<file path="src/rtl/core/sla_pkg.sv">
`timescale 1ns / 1ps
`default_nettype none

package sla_pkg;

    // Line buffer size: one slot is kept back, so a line holds CAPACITY-1 characters.
    localparam int CAPACITY   = 32;
    localparam int LINE_DEPTH = CAPACITY - 1;
    localparam int CNT_W      = $clog2(CAPACITY);
    localparam int IDX_W      = (LINE_DEPTH > 1) ? $clog2(LINE_DEPTH) : 1;
    localparam int DATA_W     = 8;
    localparam int KIND_W     = 2;

    localparam logic [DATA_W-1:0] CHAR_CR = 8'h0D;
    localparam logic [DATA_W-1:0] CHAR_LF = 8'h0A;

    typedef enum logic [KIND_W-1:0] {
        KIND_ECHO = 2'd0,
        KIND_CHAR = 2'd1,
        KIND_END  = 2'd2
    } t_kind;

    typedef enum logic [1:0] {
        ST_IDLE,
        ST_ECHO,
        ST_DRAIN
    } t_state;

    // Commands from the controller to the datapath.
    typedef struct packed {
        logic capture;
        logic load_echo;
        logic append;
        logic load_char;
        logic load_end;
    } t_cmd;

    // Status from the datapath to the controller.
    typedef struct packed {
        logic term;
        logic out_free;
        logic drain_done;
    } t_status;

endpackage

`default_nettype wire

</file>
<file path="src/rtl/core/sla_if.sv">
`timescale 1ns / 1ps
`default_nettype none

interface sla_in_if;
    logic                         valid;
    logic                         ready;
    logic [sla_pkg::DATA_W-1:0]   rx_byte;

    modport source (output valid, output rx_byte, input ready);
    modport sink   (input valid, input rx_byte, output ready);
endinterface

interface sla_out_if;
    logic                         valid;
    logic                         ready;
    logic [sla_pkg::KIND_W-1:0]   kind;
    logic [sla_pkg::DATA_W-1:0]   data;
    logic                         last;

    modport source (output valid, output kind, output data, output last, input ready);
    modport sink   (input valid, input kind, input data, input last, output ready);
endinterface

`default_nettype wire

</file>
<file path="src/rtl/core/sla_datapath.sv">
`timescale 1ns / 1ps
`default_nettype none

module sla_datapath (
    input  wire logic                       i_clk,
    input  wire logic                       i_rst_n,
    input  wire sla_pkg::t_cmd              i_cmd,
    output sla_pkg::t_status                o_status,
    input  wire logic [sla_pkg::DATA_W-1:0] i_rx_byte,
    input  wire logic                       i_out_ready,
    output logic                            o_out_valid,
    output logic [sla_pkg::KIND_W-1:0]      o_out_kind,
    output logic [sla_pkg::DATA_W-1:0]      o_out_data,
    output logic                            o_out_last
);
    import sla_pkg::*;

    logic [DATA_W-1:0] r_line [LINE_DEPTH];
    logic [DATA_W-1:0] r_rd_data;
    logic [DATA_W-1:0] r_byte;
    logic [CNT_W-1:0]  r_fill;
    logic [CNT_W-1:0]  n_fill;
    logic [CNT_W-1:0]  r_rd_idx;
    logic [CNT_W-1:0]  n_rd_idx;
    logic              r_out_valid;
    logic              n_out_valid;
    t_kind             r_kind;
    logic [DATA_W-1:0] r_data;
    logic              r_last;
    logic              term;
    logic              has_room;

    assign term     = (r_byte == CHAR_CR) || (r_byte == CHAR_LF);
    assign has_room = r_fill < CNT_W'(LINE_DEPTH);

    assign o_status.term       = term;
    assign o_status.out_free   = !r_out_valid || i_out_ready;
    assign o_status.drain_done = (r_rd_idx == r_fill);

    always_comb begin
        n_fill = r_fill;
        if (i_cmd.load_end) begin
            n_fill = '0;
        end else if (i_cmd.append && has_room) begin
            n_fill = r_fill + CNT_W'(1);
        end
    end

    always_comb begin
        n_rd_idx = r_rd_idx;
        if (i_cmd.load_end) begin
            n_rd_idx = '0;
        end else if (i_cmd.load_char) begin
            n_rd_idx = r_rd_idx + CNT_W'(1);
        end
    end

    always_comb begin
        n_out_valid = r_out_valid && !i_out_ready;
        if (i_cmd.load_echo || i_cmd.load_char || i_cmd.load_end) begin
            n_out_valid = 1'b1;
        end
    end

    always_ff @(posedge i_clk) begin
        if (!i_rst_n) begin
            r_fill      <= '0;
            r_rd_idx    <= '0;
            r_out_valid <= 1'b0;
        end else begin
            r_fill      <= n_fill;
            r_rd_idx    <= n_rd_idx;
            r_out_valid <= n_out_valid;
        end
    end

    // Line store: written at the fill position, read one entry ahead of the drain.
    always_ff @(posedge i_clk) begin
        if (i_cmd.append && has_room) begin
            r_line[r_fill[IDX_W-1:0]] <= r_byte;
        end
        r_rd_data <= r_line[n_rd_idx[IDX_W-1:0]];
    end

    always_ff @(posedge i_clk) begin
        if (i_cmd.capture) begin
            r_byte <= i_rx_byte;
        end
        if (i_cmd.load_echo) begin
            r_kind <= KIND_ECHO;
            r_data <= r_byte;
            r_last <= !term;
        end else if (i_cmd.load_char) begin
            r_kind <= KIND_CHAR;
            r_data <= r_rd_data;
            r_last <= 1'b0;
        end else if (i_cmd.load_end) begin
            r_kind <= KIND_END;
            r_data <= '0;
            r_last <= 1'b1;
        end
    end

    assign o_out_valid = r_out_valid;
    assign o_out_kind  = r_kind;
    assign o_out_data  = r_data;
    assign o_out_last  = r_last;

    a_fill_bound: assert property (@(posedge i_clk) disable iff (!i_rst_n)
        r_fill <= CNT_W'(LINE_DEPTH))
        else $error("fill count beyond line depth");

    a_rd_bound: assert property (@(posedge i_clk) disable iff (!i_rst_n)
        r_rd_idx <= r_fill)
        else $error("drain index passed fill count");

    a_end_clears: assert property (@(posedge i_clk) disable iff (!i_rst_n)
        i_cmd.load_end |=> (r_fill == '0) && (r_rd_idx == '0))
        else $error("end of message did not clear the line");

    a_end_format: assert property (@(posedge i_clk) disable iff (!i_rst_n)
        (r_out_valid && (r_kind == KIND_END)) |-> (r_last && (r_data == '0)))
        else $error("malformed end-of-message item");

endmodule

`default_nettype wire

</file>
<file path="src/rtl/core/sla_ctrl.sv">
`timescale 1ns / 1ps
`default_nettype none

module sla_ctrl (
    input  wire logic             i_clk,
    input  wire logic             i_rst_n,
    input  wire logic             i_in_valid,
    output logic                  o_in_ready,
    input  wire sla_pkg::t_status i_status,
    output sla_pkg::t_cmd         o_cmd
);
    import sla_pkg::*;

    t_state r_state;
    t_state n_state;

    always_ff @(posedge i_clk) begin
        if (!i_rst_n) begin
            r_state <= ST_IDLE;
        end else begin
            r_state <= n_state;
        end
    end

    always_comb begin
        n_state = r_state;
        case (r_state)
            ST_IDLE: begin
                if (i_in_valid) begin
                    n_state = ST_ECHO;
                end
            end
            ST_ECHO: begin
                if (i_status.out_free) begin
                    n_state = i_status.term ? ST_DRAIN : ST_IDLE;
                end
            end
            ST_DRAIN: begin
                if (i_status.out_free && i_status.drain_done) begin
                    n_state = ST_IDLE;
                end
            end
            default: n_state = ST_IDLE;
        endcase
    end

    always_comb begin
        o_cmd      = '0;
        o_in_ready = 1'b0;
        case (r_state)
            ST_IDLE: begin
                o_in_ready  = 1'b1;
                o_cmd.capture = i_in_valid;
            end
            ST_ECHO: begin
                if (i_status.out_free) begin
                    o_cmd.load_echo = 1'b1;
                    o_cmd.append    = !i_status.term;
                end
            end
            ST_DRAIN: begin
                if (i_status.out_free) begin
                    o_cmd.load_end  = i_status.drain_done;
                    o_cmd.load_char = !i_status.drain_done;
                end
            end
            default: o_cmd = '0;
        endcase
    end

    a_one_load: assert property (@(posedge i_clk) disable iff (!i_rst_n)
        $onehot0({o_cmd.load_echo, o_cmd.load_char, o_cmd.load_end}))
        else $error("more than one output load in a cycle");

    a_echo_first: assert property (@(posedge i_clk) disable iff (!i_rst_n)
        (i_in_valid && o_in_ready) |=> (r_state == ST_ECHO))
        else $error("accepted item not followed by its echo");

    a_drain_after_term: assert property (@(posedge i_clk) disable iff (!i_rst_n)
        (o_cmd.load_echo && i_status.term) |=> (r_state == ST_DRAIN))
        else $error("line end did not start the drain");

endmodule

`default_nettype wire

</file>
<file path="src/rtl/core/serial_line_assembler_unit.sv">
`timescale 1ns / 1ps
`default_nettype none

// Serial line assembler. Each input item is one received byte; the block
// echoes it at once as a byte-echo item (kind 0). A carriage return or a line
// feed ends the line: after the echo, the stored characters come out in order
// as message-character items (kind 1), then an end-of-message item (kind 2,
// data 0, last set), and the line is emptied. Any other byte is kept while
// fewer than CAPACITY-1 characters are held and is dropped otherwise, which
// truncates the line. The last flag marks the final item caused by each
// input byte. The block works on one input byte at a time: it accepts no
// new byte until the echo of an ordinary byte, or the whole drain of a
// line, has been loaded into the output register, and a stalled output
// holds it back. The drain reads the line store one entry per cycle while
// the output side does not stall. The line store needs no clearing after
// reset.

module serial_line_assembler_unit (
    input  wire logic  i_clk,
    input  wire logic  i_rst_n,
    sla_in_if.sink     i_in,
    sla_out_if.source  o_out
);
    import sla_pkg::*;

    t_cmd    cmd;
    t_status status;
    logic    in_ready;

    // Controller: sequences echo, append and line drain.
    sla_ctrl u_ctrl (
        .i_clk      (i_clk),
        .i_rst_n    (i_rst_n),
        .i_in_valid (i_in.valid),
        .o_in_ready (in_ready),
        .i_status   (status),
        .o_cmd      (cmd)
    );

    // Datapath: captured byte, line store, fill count and the output register.
    sla_datapath u_datapath (
        .i_clk       (i_clk),
        .i_rst_n     (i_rst_n),
        .i_cmd       (cmd),
        .o_status    (status),
        .i_rx_byte   (i_in.rx_byte),
        .i_out_ready (o_out.ready),
        .o_out_valid (o_out.valid),
        .o_out_kind  (o_out.kind),
        .o_out_data  (o_out.data),
        .o_out_last  (o_out.last)
    );

    assign i_in.ready = in_ready;

endmodule

`default_nettype wire
</file>
<file path="src/flat_wrapper.sv">
// flat-port wrapper written by rule: the top's interface ports become plain ports
module serial_line_assembler_unit_flat import sla_pkg::*;
  (i_clk, i_rst_n, i_in_valid, i_in_rx_byte, i_in_ready, o_out_valid, o_out_kind, o_out_data, o_out_last, o_out_ready);
  sla_in_if i_in_i ();
  sla_out_if o_out_i ();
  input  wire logic i_clk;
  input  wire logic i_rst_n;
  input wire logic [$bits(i_in_i.valid)-1:0] i_in_valid;
  input wire logic [$bits(i_in_i.rx_byte)-1:0] i_in_rx_byte;
  output wire logic [$bits(i_in_i.ready)-1:0] i_in_ready;
  output wire logic [$bits(o_out_i.valid)-1:0] o_out_valid;
  output wire logic [$bits(o_out_i.kind)-1:0] o_out_kind;
  output wire logic [$bits(o_out_i.data)-1:0] o_out_data;
  output wire logic [$bits(o_out_i.last)-1:0] o_out_last;
  input wire logic [$bits(o_out_i.ready)-1:0] o_out_ready;
  assign i_in_i.valid = i_in_valid;
  assign i_in_i.rx_byte = i_in_rx_byte;
  assign i_in_ready = i_in_i.ready;
  assign o_out_valid = o_out_i.valid;
  assign o_out_kind = o_out_i.kind;
  assign o_out_data = o_out_i.data;
  assign o_out_last = o_out_i.last;
  assign o_out_i.ready = o_out_ready;
  serial_line_assembler_unit u_core (.i_clk(i_clk), .i_rst_n(i_rst_n), .i_in(i_in_i), .o_out(o_out_i));
endmodule
</file>
<file path="config.mk">
export PLATFORM = sky130hd
export DESIGN_NAME = serial_line_assembler_unit_flat
export DESIGN_NICKNAME = d
export VERILOG_FILES = /design/src/rtl/core/sla_pkg.sv /design/src/rtl/core/sla_if.sv /design/src/rtl/core/sla_datapath.sv /design/src/rtl/core/sla_ctrl.sv /design/src/rtl/core/serial_line_assembler_unit.sv /design/src/flat_wrapper.sv
export SDC_FILE = /design/constraint.sdc
export NUM_CORES = 1
export LEC_CHECK = 0
export ABC_AREA = 0
export BUFFER_PORTS_ARGS = -buffer_cell sky130_fd_sc_hd__buf_2
export CORE_MARGIN = 2
export CORE_UTILIZATION = 60
export DETAILED_ROUTE_END_ITERATION = 12
export HOLD_SLACK_MARGIN = 0.15
export PLACE_DENSITY_LB_ADDON = 0.15
export SLEW_MARGIN = 10
export SYNTH_ARGS = -nofsm -noshare
export SYNTH_HDL_FRONTEND = slang
export SYNTH_SLANG_ARGS = --single-unit
export TNS_END_PERCENT = 5
</file>
<file path="constraint.sdc">
create_clock -name i_clk -period 7.7 [get_ports i_clk]
set_input_delay 1.54 -clock i_clk [delete_from_list [all_inputs] [get_ports i_clk]]
set_output_delay 1.54 -clock i_clk [all_outputs]
set_load 0.05 [all_outputs]
</file>
* Yosys cells after proc, flatten, opt, wreduce, memory -nomap -nowiden
Memories as Yosys holds them, arrays and structs flattened. A register that Yosys moved wholly into a read port is not among the register bits.
Index checks and enable logic that the tools add are counted.
** Word-level totals
- Bits in registers :: 32
- Bits in writable memories :: 248
- Bits of input ports :: 12
- Output and inout port bits :: 13
- Logic and storage cells :: 63
- Memories kept :: 1
** Memories
- u_core.u_datapath.r_line :: words 31, width 8, rd ports 1, clocked after Yosys merged registers in 1, wr ports 1, RTL line sla_datapath.sv:18 : logic [DATA_W-1:0] r_line [LINE_DEPTH];
** Operators by class
- Add/sub/neg operators :: 2
- $lt $le $gt $ge :: 1
- Equality and inequality tests :: 8
- Multiplexer cells :: 24
- Bitwise gates (word level) :: 1
- Reduce and logical (&&, ||, !) cells :: 17
** Operators with widths (count)
- 8-bit two-way mux :: 3
- 8-bit by 4-bit equality test with 1-bit output, second input constant :: 2
- 2-bit two-way mux :: 8
- 5-bit by 1-bit adder with 5-bit output, second input constant :: 2
- 1-bit two-way mux :: 10
- 5-bit two-way mux :: 2
- 2-bit != test, second input constant :: 3
- 2-bit case mux with 3 select lines :: 1
- 5-bit equality test :: 1
- 5-bit less-than comparator, second input constant :: 1
- 1-bit zero test :: 4
- 1-bit logical OR :: 4
- 2-bit OR reduction :: 2
- 1-bit logical AND :: 3
- 3-bit AND reduction :: 1
- 3-bit nonzero test :: 1
- 2-bit by 1-bit equality test with 1-bit output, second input constant :: 1
- 2-bit equality test, second input constant :: 1
- 2-bit zero test :: 1
- 2-bit nonzero test :: 1
- 1-bit NOT :: 1

* Logic depth before layout (Yosys ltp)
Gate-level depths: netlist of run 1.
- Depth after elaboration :: 8
- Mapped depth :: 12
- Mapped depth without buffers :: 9

* Cells and area by module
A second synthesis of run 1 with hierarchy kept.
** Unflattened totals
- Cells, all modules :: 866
- Area, all modules :: 11786.3 um^2
** By module, submodules not included
- sla_datapath :: instances 1, cells an instance 849, area each 11643.7 um^2, seq. area each 8378.0 um^2
- sla_ctrl :: instances 1, cells an instance 17, area each 142.6 um^2, seq. area each 40.0 um^2

* Least setup slack after synthesis of run 1
OpenSTA, ideal clock, no wires.
- Path type :: input to register
- Start :: input o_out_ready
- End :: memory u_core.u_datapath.r_line[15][0] (enable)
- Library setup time :: 0.324 ns
- Data arrival time :: 3.266 ns
- Required time :: 7.376 ns
- Setup slack :: 4.110 ns
- Cell stages on the path :: 10
- Buffers on the path :: 3
- Path through :: nand2b_1 > clkbuf_1 > and2_1 > buf_2 > and2_1 > o31a_1 > buf_2 > nand2_1 > or2_2 > inv_1
** Between the ends
- Cells in the longest elaborated chain, start to end :: 6
** Ends and longest elaborated chain
- from (decl) :: RTL line flat_wrapper.sv:15 : input wire logic [$bits(o_out_i.ready)-1:0] o_out_ready;
- 1-bit logical OR :: RTL line sla_datapath.sv:37 : assign o_status.out_free = !r_out_valid || i_out_ready;
- 2-bit two-way mux :: RTL line sla_ctrl.sv:56 : if (i_status.out_free) begin
- 2-bit two-way mux :: RTL line sla_ctrl.sv:50 : case (r_state)
- 1-bit logical AND :: RTL line sla_datapath.sv:79 : if (i_cmd.append && has_room) begin
- 1-bit two-way mux :: RTL line sla_datapath.sv:79
- 1-bit two-way mux (implied by the code) :: RTL line sla_datapath.sv:80 : r_line[r_fill[IDX_W-1:0]] <= r_byte;
- to (decl) :: RTL line sla_datapath.sv:18
Every way passes these cells.

* Worst setup path after layout of run 1
- Start :: input o_out_ready
- End :: register u_core.u_datapath.r_rd_data[6], read port of u_core.u_datapath.r_line
** Between the ends
- Cells in the longest elaborated chain, start to end :: 5
** Ends and longest elaborated chain
- 1-bit logical OR * :: RTL line sla_datapath.sv:37
- 2-bit two-way mux * :: RTL line sla_ctrl.sv:62 : if (i_status.out_free) begin
- 2-bit two-way mux * :: RTL line sla_ctrl.sv:50
- 5-bit two-way mux :: RTL line sla_datapath.sv:53 : end else if (i_cmd.load_char) begin
- 5-bit two-way mux * :: RTL line sla_datapath.sv:51 : if (i_cmd.load_end) begin
- to (decl) :: RTL line sla_datapath.sv:19 : logic [DATA_W-1:0] r_rd_data;
Mark *: on every way between the ends. The rest lies on a longest branch, timed or not.
A chain may end at the register's enable or synchronous reset.

==> results of run 1 <==
-- flip-flops by register name, summed over array words and instances (netlist names) --
| name | flops |
|---|---|
| u_core.u_datapath.r_line | 248 |
| u_core.u_datapath.o_out_data | 8 |
| u_core.u_datapath.r_byte | 8 |
| u_core.u_datapath.r_rd_data | 8 |
| u_core.u_datapath.r_fill | 5 |
| u_core.u_datapath.r_rd_idx | 5 |
| u_core.u_ctrl.r_state | 2 |
| u_core.u_datapath.o_out_kind | 2 |
| u_core.u_datapath.o_out_last | 1 |
| u_core.u_datapath.o_out_valid | 1 |
-- path summary, 6_finish.rpt --
path | cells past startpoint | startpoint | to
setup reg to reg | 9 | u_core.u_ctrl.r_state[1]$_SDFFE_PN0P_ | u_core.u_datapath.r_rd_data[4]$_DFF_P_
hold reg to reg | 2 | u_core.u_datapath.o_out_kind[1]$_SDFFE_PP0P_ | u_core.u_datapath.o_out_kind[1]$_SDFFE_PP0P_
hold / removal | 2 | u_core.u_datapath.o_out_kind[1]$_SDFFE_PP0P_ | u_core.u_datapath.o_out_kind[1]$_SDFFE_PP0P_
setup / recovery | 10 | o_out_ready | u_core.u_datapath.r_rd_data[6]$_DFF_P_
-- per-layer routing --
| layer | wire (um) | vias up | share of wire | track usage |
|---|---|---|---|---|
| li1 | - | 4761 | - | - |
| met1 | 14900 | 5033 | 0.40 | 0.424 |
| met2 | 17400 | 568 | 0.46 | 0.485 |
| met3 | 3630 | 103 | 0.097 | 0.0512 |
| met4 | 1650 | 0 | 0.044 | 0.137 |
| met5 | 0 | - | 0 | 0 |
-- power by group through the flow --
stage               clock network (mW)  registers [mW]  logic (mW)
global route                      1.54            1.73      0.0954
finish                            1.48            1.73      0.0903
floorplan                            0            1.78      0.0328
detailed placement                   0            1.76      0.0879
global placement                     0            1.76      0.0863
CTS                               1.48            1.73      0.0884
-- Yosys cell counts (4+ instances only) --
master,number,share of area
a211oi_1,43,0.023
a211oi_2,8,0.0072
a21oi_1,52,0.019
a21oi_2,7,0.0044
a221oi_1,15,0.0094
a22o_1,8,0.0050
a22oi_1,8,0.0043
a31oi_1,31,0.014
a32oi_1,34,0.021
and2_1,6,0.0027
and3_1,25,0.011
buf_1,9,0.0024
buf_2,39,0.014
buf_4,9,0.0048
buf_6,6,0.0048
clkbuf_1,36,0.0097
dfxtp_1,23,0.033
edfxtp_1,265,0.57
ha_1,5,0.0045
inv_1,20,0.0054
mux2_2,4,0.0032
mux2i_1,27,0.019
nand2_1,337,0.091
nand2b_1,6,0.0027
nand3_1,57,0.020
nor2_1,96,0.026
nor2b_1,11,0.0049
o21ai_0,39,0.014
o22ai_1,9,0.0040
o31a_1,9,0.0057
o31ai_1,9,0.0048
o32ai_1,7,0.0044
xnor2_1,5,0.0031
-- critical path: stages --
cell	delay [ps]
buf_2	80
nor2b_1	120
nor2_4	570
buf_4	590
o211ai_2	230
xor2_1	870
a21oi_2	280
a221oi_1	530
a21oi_1	160
a211oi_2	250
-- per-stage QoR --
stage	util	worst slack [ps]
after floorplan	-	4110
after global placement	0.621	2540
after detailed placement	0.621	2490
after CTS	0.665	3050
after global routing	0.665	2770
final	0.665	2920
-- cell type report --
cell class / count / area (um^2) / share of cell area
Clock buffer: 30 / 729 / 0.0483
Clock inverter: 22 / 264 / 0.0175
Inverter: 20 / 75.1 / 0.00497
Multi-Input combinational cell: 902 / 4970 / 0.329
Sequential cell: 288 / 8420 / 0.558
Tap cell: 285 / 357 / 0.0236
Timing Repair Buffer: 44 / 283 / 0.0187
-- cells by family (layout without fill, tap and decap cells) --
logic type | after synthesis | in the layout | share of synthesized area
mux | 31 | 31 | 0.0226
fa+ha+maj | 5 | 5 | 0.00449
flops | 288 | 288 | 0.604
buf+inv | 119 | 116 | 0.0412
simple gates | 565 | 565 | 0.172
compound gates | 292 | 292 | 0.150
xor+xnor | 9 | 9 | 0.00619
==> impl_metrics.json, run 1 <==
{
  "firstDrtPassIters": 6,
  "io_buffers": 24,
  "synth_cell_types": 59,
  "row_count": 55,
  "initial_core_util": 0.614,
  "syn_avg_cell_area_um2": 10.6,
  "ys_seq_area_frac": 0.604,
  "synth_cells": 1309,
  "clock_latency_ps": 550,
  "p_sw_mw": 0.671,
  "setup.worst_path.class": "in2reg",
  "maxSlewHeadroom": 0.162,
  "critical_path.max_fanout": 47,
  "hold_path_class": "reg2reg",
  "routed_wl_um": 37500,
  "final_cell_mix": "nand2_1, edfxtp_1, nor2_1, nand3_1, a21oi_1",
  "htreeDepth": 1,
  "period_share": 0.620,
  "cts_buffer_depth": 3,
  "worstSetupEndpointType": "flip-flop",
  "grt_pass1_vias": 9789,
  "power_frac_seq": 0.524,
  "wl_per_cell_um": 23.6,
  "max-cap-violations": 0,
  "drc": 0,
  "cts_sinks": 288,
  "cts_tree": "yes",
  "cp.required_ps": 8180,
  "cts_made_buffers": 29,
  "power.internal_mw": 2.62,
  "io_pins": 25,
  "hpwl_um": 21900,
  "clockPowerShare": 0.448,
  "clock.fmax_mhz": 209,
  "holdWs_ps": 487,
  "max-vdd-ir-drop_mv": 0.248,
  "layout-area-overhead-vs-synth_pct": 8.32,
  "finalSetupTns_ps": 0,
  "ys_ff_latch": 288,
  "syn_nets": 1326,
  "post_dp_cell_area_um2": 14100,
  "track_usage": 0.307,
  "drtIter0Drc": 1372,
  "synthArstFlopShare": 0,
  "gp_congestion": 0.854,
  "ant_nets": 0,
  "antenna_found_initial": 0,
  "drive_above_1_share": 0.0972,
  "ctsHoldBuffers": 0,
  "synth-edff-count": 265,
  "skew_ps": 9.33,
  "design_area_um2": 15100,
  "p_comb_frac": 0.027,
  "grt_pass1_wl_um": 57200,
  "finalSetupViolations": 0,
  "coreArea_um2": 22700,
  "fin_cells": 1591,
  "grt_max_degree": 79,
  "vias": 10500,
  "ctsResizeCount": 0,
  "synth_warnings": 0,
  "rrSetupSlack_ps": 3340,
  "routed_via_density": 6.58,
  "grt_overflow": 0,
  "antenna_cells": 0,
  "placed_cells_incl_taps": 1539,
  "rsz0062_at_grt": "no",
  "final_common_cell": "nand2_1",
  "slew_violations": 0,
  "p_sw_frac": 0.204,
  "cp.arrival_ps": 5250,
  "post_cts_buffers": 0,
  "die_w_um": 156,
  "ys.flop_type": "edfxtp_1",
  "fin_nets": 1302,
  "die_h_um": 156,
  "worst_slew_pin_slew_ps": 1250,
  "nFillCells": 1671,
  "p_per_area_nw_per_um2": 218,
  "hold_viol": 0,
  "cts_root_buf": "clkbuf_16",
  "min_period_ps": 4780,
  "path_clk_slew_ps": 60,
  "startpoint_type": "input pin",
  "netlist_area_um2": 13900,
  "total_power_mw": 3.30,
  "status": "complete, no violations",
  "dieArea_um2": 24500,
  "p_leak_nw": 5.38
}
(Power assumes the default switching activity.)
==> run 2: changes to the inputs <==
==> constraint.sdc (replaced) <==
create_clock -name i_clk -period 4.6 [get_ports i_clk]
set_input_delay 0.92 -clock i_clk [delete_from_list [all_inputs] [get_ports i_clk]]
set_output_delay 0.92 -clock i_clk [all_outputs]
set_load 0.05 [all_outputs]
==> impl_metrics.json, run 2 (synthesis gave the netlist of run 1 again) <==
{
  "cp.arrival_ps": 4040,
  "holdWs_ps": 477,
  "row_count": 55,
  "crit_family": "compound AO/OA/AOI/OAI gates",
  "grt_pass1_wl_um": 56700,
  "max-cap-violations": 0,
  "clockPowerShare": 0.452,
  "hold_viol": 0,
  "fin_nets": 1330,
  "io_buffers": 24,
  "initial_core_util": 0.614,
  "p_per_area_nw_per_um2": 361,
  "antenna_found_initial": 0,
  "drive_above_1_share": 0.117,
  "rsz0062_at_grt": "no",
  "vias": 10700,
  "total_power_mw": 5.55,
  "worstSetupEndpointType": "flip-flop",
  "crit_start": "o_out_ready",
  "max-vdd-ir-drop_mv": 0.351,
  "slew_violations": 0,
  "dieArea_um2": 24500,
  "status": "complete, no violations",
  "multi_input_area_um2": 4970,
  "min_from": "u_core.u_datapath.o_out_kind[1]$_SDFFE_PP0P_",
  "clock.fmax_mhz": 282,
  "dp_slack_ps": 653,
  "ctsHoldBuffers": 0,
  "p_comb_frac": 0.027,
  "firstDrtPassIters": 8,
  "post_cts_buffers": 0,
  "coreArea_um2": 22700,
  "nFillCells": 1650,
  "path_buf_inv": 2,
  "die_w_um": 156,
  "hold_path_class": "reg2reg",
  "cp.required_ps": 5090,
  "hpwl_um": 22500,
  "p_sw_mw": 1.13,
  "period_share": 0.771,
  "track_usage": 0.305,
  "drc": 0,
  "grt_max_degree": 98,
  "maxSlewHeadroom": 0.351,
  "grt_pass1_vias": 10100,
  "critical_path.max_fanout": 89,
  "finalSetupViolations": 0,
  "largest_reg_flops": 248,
  "power_frac_seq": 0.522,
  "setup.worst_path.class": "in2reg",
  "power.internal_mw": 4.42,
  "finalSetupTns_ps": 0,
  "seq_area_um2": 8420,
  "final_common_cell": "nand2_1",
  "cts_root_buf": "clkbuf_16",
  "worst_slew_pin_slew_ps": 973,
  "startpoint_type": "input pin",
  "io_pins": 25,
  "r2r-start": "u_core.u_ctrl.r_state[1]$_SDFFE_PN0P_",
  "ctsResizeCount": 0,
  "cts_buffer_depth": 3,
  "crit_slowest_cell": "o31ai_2",
  "worstPathCellList": "buf_2, nand2b_1, nand2_4, buf_12, nor4_1, o31ai_2, a221oi_1, a211oi_1, o31a_1",
  "cts_sinks": 288,
  "p_leak_nw": 5.56,
  "fin_ws_ps": 1060,
  "routed_wl_um": 37000,
  "die_h_um": 156,
  "min_period_ps": 3540,
  "gp_congestion": 0.910,
  "path_clk_slew_ps": 60,
  "skew_ps": 13.6,
  "routed_via_density": 6.63,
  "wl_per_cell_um": 22.8,
  "drtIter0Drc": 1133,
  "clock_latency_ps": 560,
  "grt_overflow": 0,
  "cts_tree": "yes",
  "p_sw_frac": 0.204,
  "ant_nets": 0,
  "htreeDepth": 1,
  "layout-area-overhead-vs-synth_pct": 10.4,
  "final_cell_mix": "nand2_1, edfxtp_1, nor2_1, nand3_1, a21oi_1",
  "cts_made_buffers": 30,
  "antenna_cells": 0,
  "max_stage_delay_ps": 720
}
-- run 2: cell type report --
cell class | count | area share
multi-input cells | 902 | 0.323
inverters | 20 | 0.00488
flip-flops and latches | 288 | 0.547
repair buffers | 71 | 0.0348
clock inverters | 21 | 0.0154
clock buffers | 35 | 0.0514
well taps | 285 | 0.0232
-- run 2: power by group through the flow --
stage | sequential, mW | combinational [mW] | clock [mW]
floorplan | 2.98 | 0.0549 | 0
global placement | 2.95 | 0.142 | 0
detailed placement | 2.95 | 0.146 | 0
CTS | 2.90 | 0.146 | 2.53
global route | 2.90 | 0.157 | 2.63
finish | 2.90 | 0.147 | 2.51
-- run 2: final timing paths --
kind / endpoint / slack [ps] / cells past startpoint
max: u_core.u_datapath.r_rd_data[2]$_DFF_P_ / 1060 / 9
min: u_core.u_datapath.o_out_kind[1]$_SDFFE_PP0P_ / 480 / 2
min reg2reg: u_core.u_datapath.o_out_kind[1]$_SDFFE_PP0P_ / 480 / 2
max reg2reg: u_core.u_datapath.r_rd_data[2]$_DFF_P_ / 1100 / 9
-- run 2: worst reg2reg max path: cells and delay by family (launching register included) --
kind / cells / cell delay, ps
buffers and inverters: 1 / 280
flip-flops: 1 / 410
multiplexers: 1 / 260
AO/OA/AOI/OAI: 4 / 1010
AND/OR/NAND/NOR: 3 / 1420
-- run 2: per-stage QoR --
stage	util	std cells	instance area [um^2]
2_1_floorplan	-	1309	13900
3_3_place_gp	0.632	1566	14400
3_5_place_dp	0.632	1566	14400
4_1_cts	0.678	1622	15400
5_1_grt	0.678	1622	15400
6_report	0.678	1622	15400
-- run 2: routing by layer --
layer,global-route usage,up-vias,share of wire
li1,-,4822,-
met1,0.408,5192,0.39
met2,0.507,617,0.48
met3,0.0426,118,0.085
met4,0.120,0,0.043
met5,0,-,0
==> run 3: changes to the inputs <==
==> constraint.sdc (replaced) <==
create_clock -name i_clk -period 3.64 [get_ports i_clk]
set_input_delay 0.728 -clock i_clk [delete_from_list [all_inputs] [get_ports i_clk]]
set_output_delay 0.728 -clock i_clk [all_outputs]
set_load 0.05 [all_outputs]
==> impl_metrics.json, run 3 (synthesis gave the netlist of run 1 again) <==
{
  "rsz0062_at_grt": "no",
  "gp_congestion": 0.877,
  "post_cts_buffers": 0,
  "coreArea_um2": 22700,
  "max_stage_delay_ps": 590,
  "wl_per_cell_um": 22.8,
  "routed_wl_um": 37500,
  "final_common_cell": "nand2_1",
  "clock_latency_ps": 560,
  "ff2ff_path_depth": 10,
  "cp.required_ps": 4150,
  "row_count": 55,
  "cp.arrival_ps": 3780,
  "ctsResizeCount": 0,
  "final_cell_mix": "nand2_1, edfxtp_1, nor2_1, buf_4, nand3_1",
  "antenna_found_initial": 0,
  "finalSetupTns_ps": 0,
  "r2r-start": "u_core.u_datapath.r_rd_idx[2]$_SDFF_PN0_",
  "crit_family": "compound AO/OA/AOI/OAI gates",
  "routed_via_density": 6.44,
  "max-vdd-ir-drop_mv": 0.482,
  "rr_endpoint": "u_core.u_datapath.r_rd_data[7]$_DFF_P_",
  "ctsHoldBuffers": 0,
  "rrSetupSlack_ps": 370,
  "die_h_um": 156,
  "hpwl_um": 22800,
  "drc": 0,
  "worstPathCellList": "xnor2_1, nand2_2, o21ai_4, buf_4, buf_4, a211oi_1, o31ai_1, o32ai_1, a211oi_1, o31a_1",
  "grt_overflow": 0,
  "max-cap-violations": 0,
  "io_pins": 25,
  "maxSlewHeadroom": 0.369,
  "setup.worst_path.class": "reg2reg",
  "path_clk_slew_ps": 60,
  "antenna_cells": 0,
  "clock.fmax_mhz": 306,
  "min_period_ps": 3270,
  "cts_buffer_depth": 3,
  "layout-area-overhead-vs-synth_pct": 11.7,
  "finalSetupViolations": 0,
  "drive_above_1_share": 0.133,
  "crit_start": "u_core.u_datapath.r_rd_idx[2]$_SDFF_PN0_",
  "min_to": "u_core.u_datapath.r_byte[5]$_DFFE_PP_",
  "cts_made_buffers": 29,
  "largest_reg_flops": 248,
  "die_w_um": 156,
  "skew_ps": 18.5,
  "drtIter0Drc": 1434,
  "crit_slowest_cell": "dfxtp_1",
  "initial_core_util": 0.614,
  "hold_path_class": "in2reg",
  "grt_pass1_wl_um": 56700,
  "firstDrtPassIters": 7,
  "slew_violations": 0,
  "cts_sinks": 288,
  "cts_tree": "yes",
  "hold_depth": 1,
  "ant_nets": 0,
  "vias": 10600,
  "grt_max_degree": 178,
  "grt_pass1_vias": 9896,
  "total_power_mw": 6.86,
  "fin_nets": 1356,
  "track_usage": 0.308,
  "worstSetupEndpointType": "flip-flop",
  "worst_slew_pin_slew_ps": 944,
  "critical_path.max_fanout": 12,
  "hold_viol": 0,
  "min_from": "i_in_rx_byte[5]",
  "period_share": 0.898,
  "cts_root_buf": "clkbuf_16",
  "io_buffers": 24,
  "p_leak_nw": 5.68,
  "p_per_area_nw_per_um2": 441,
  "htreeDepth": 1,
  "startpoint_type": "flip-flop",
  "path_buf_inv": 2,
  "status": "complete, no violations",
  "holdWs_ps": 354,
  "dieArea_um2": 24500
}
[run 3: cell types whose count changed in the layout (fill, tap and decap cells not counted), moves of 2 or more]
cell / change
buf_12: +3
buf_4: +24
bufinv_16: -3
clkbuf_1: +3
clkbuf_16: -2
clkbuf_8: +9
clkinv_1: -3
clkinv_2: -4
clkinvlp_4: -2
[run 3: where the power goes]
| part | internal, mW | switching (mW) |
|---|---|---|
| Sequential | 3.64 | 0.0201 |
| Combinational | 0.0462 | 0.149 |
| Clock | 1.79 | 1.22 |
| Total | 5.47 | 1.39 |
[run 3: routing by layer]
metal,vias up,wire [um],GRT usage
li1,4867,-,-
met5,-,0,0
met1,5040,14600,0.413
met4,0,1680,0.128
met2,585,17500,0.496
met3,109,3690,0.0582
[run 3: layout make-up]
cell class              instances  area (um^2)
multi-input cells             902         4970
fillers                      1645         7130
clock buffers                  45          876
clock inverters                 9          100
inverters                      20         75.1
flip-flops and latches        288         8420
well taps                     285          357
repair buffers                 98          776
[run 3: through the flow]
stage | setup slack [ps] | instance area [um^2] | std cells | utilization
after floorplan | 862 | 13900 | 1309 | -
after global placement | 398 | 14600 | 1593 | 0.643
after detailed placement | 367 | 14600 | 1593 | 0.643
after CTS | 444 | 15600 | 1647 | 0.686
after global routing | 275 | 15600 | 1647 | 0.686
final | 372 | 15600 | 1647 | 0.686
[run 3: worst max path at each step]
stage,endpoint,slack (ps),cells after the start
6_report,u_core.u_datapath.r_rd_data[7]$_DFF_P_,370,10
5_1_grt,u_core.u_datapath.r_rd_data[4]$_DFF_P_,280,10
4_1_cts,u_core.u_datapath.r_rd_data[4]$_DFF_P_,440,10
3_5_place_dp,u_core.u_datapath.r_rd_data[4]$_DFF_P_,370,11
3_3_place_gp,u_core.u_datapath.r_rd_data[7]$_DFF_P_,400,11
2_1_floorplan,u_core.u_datapath.r_line[15][0]$_DFFE_PP_,860,10
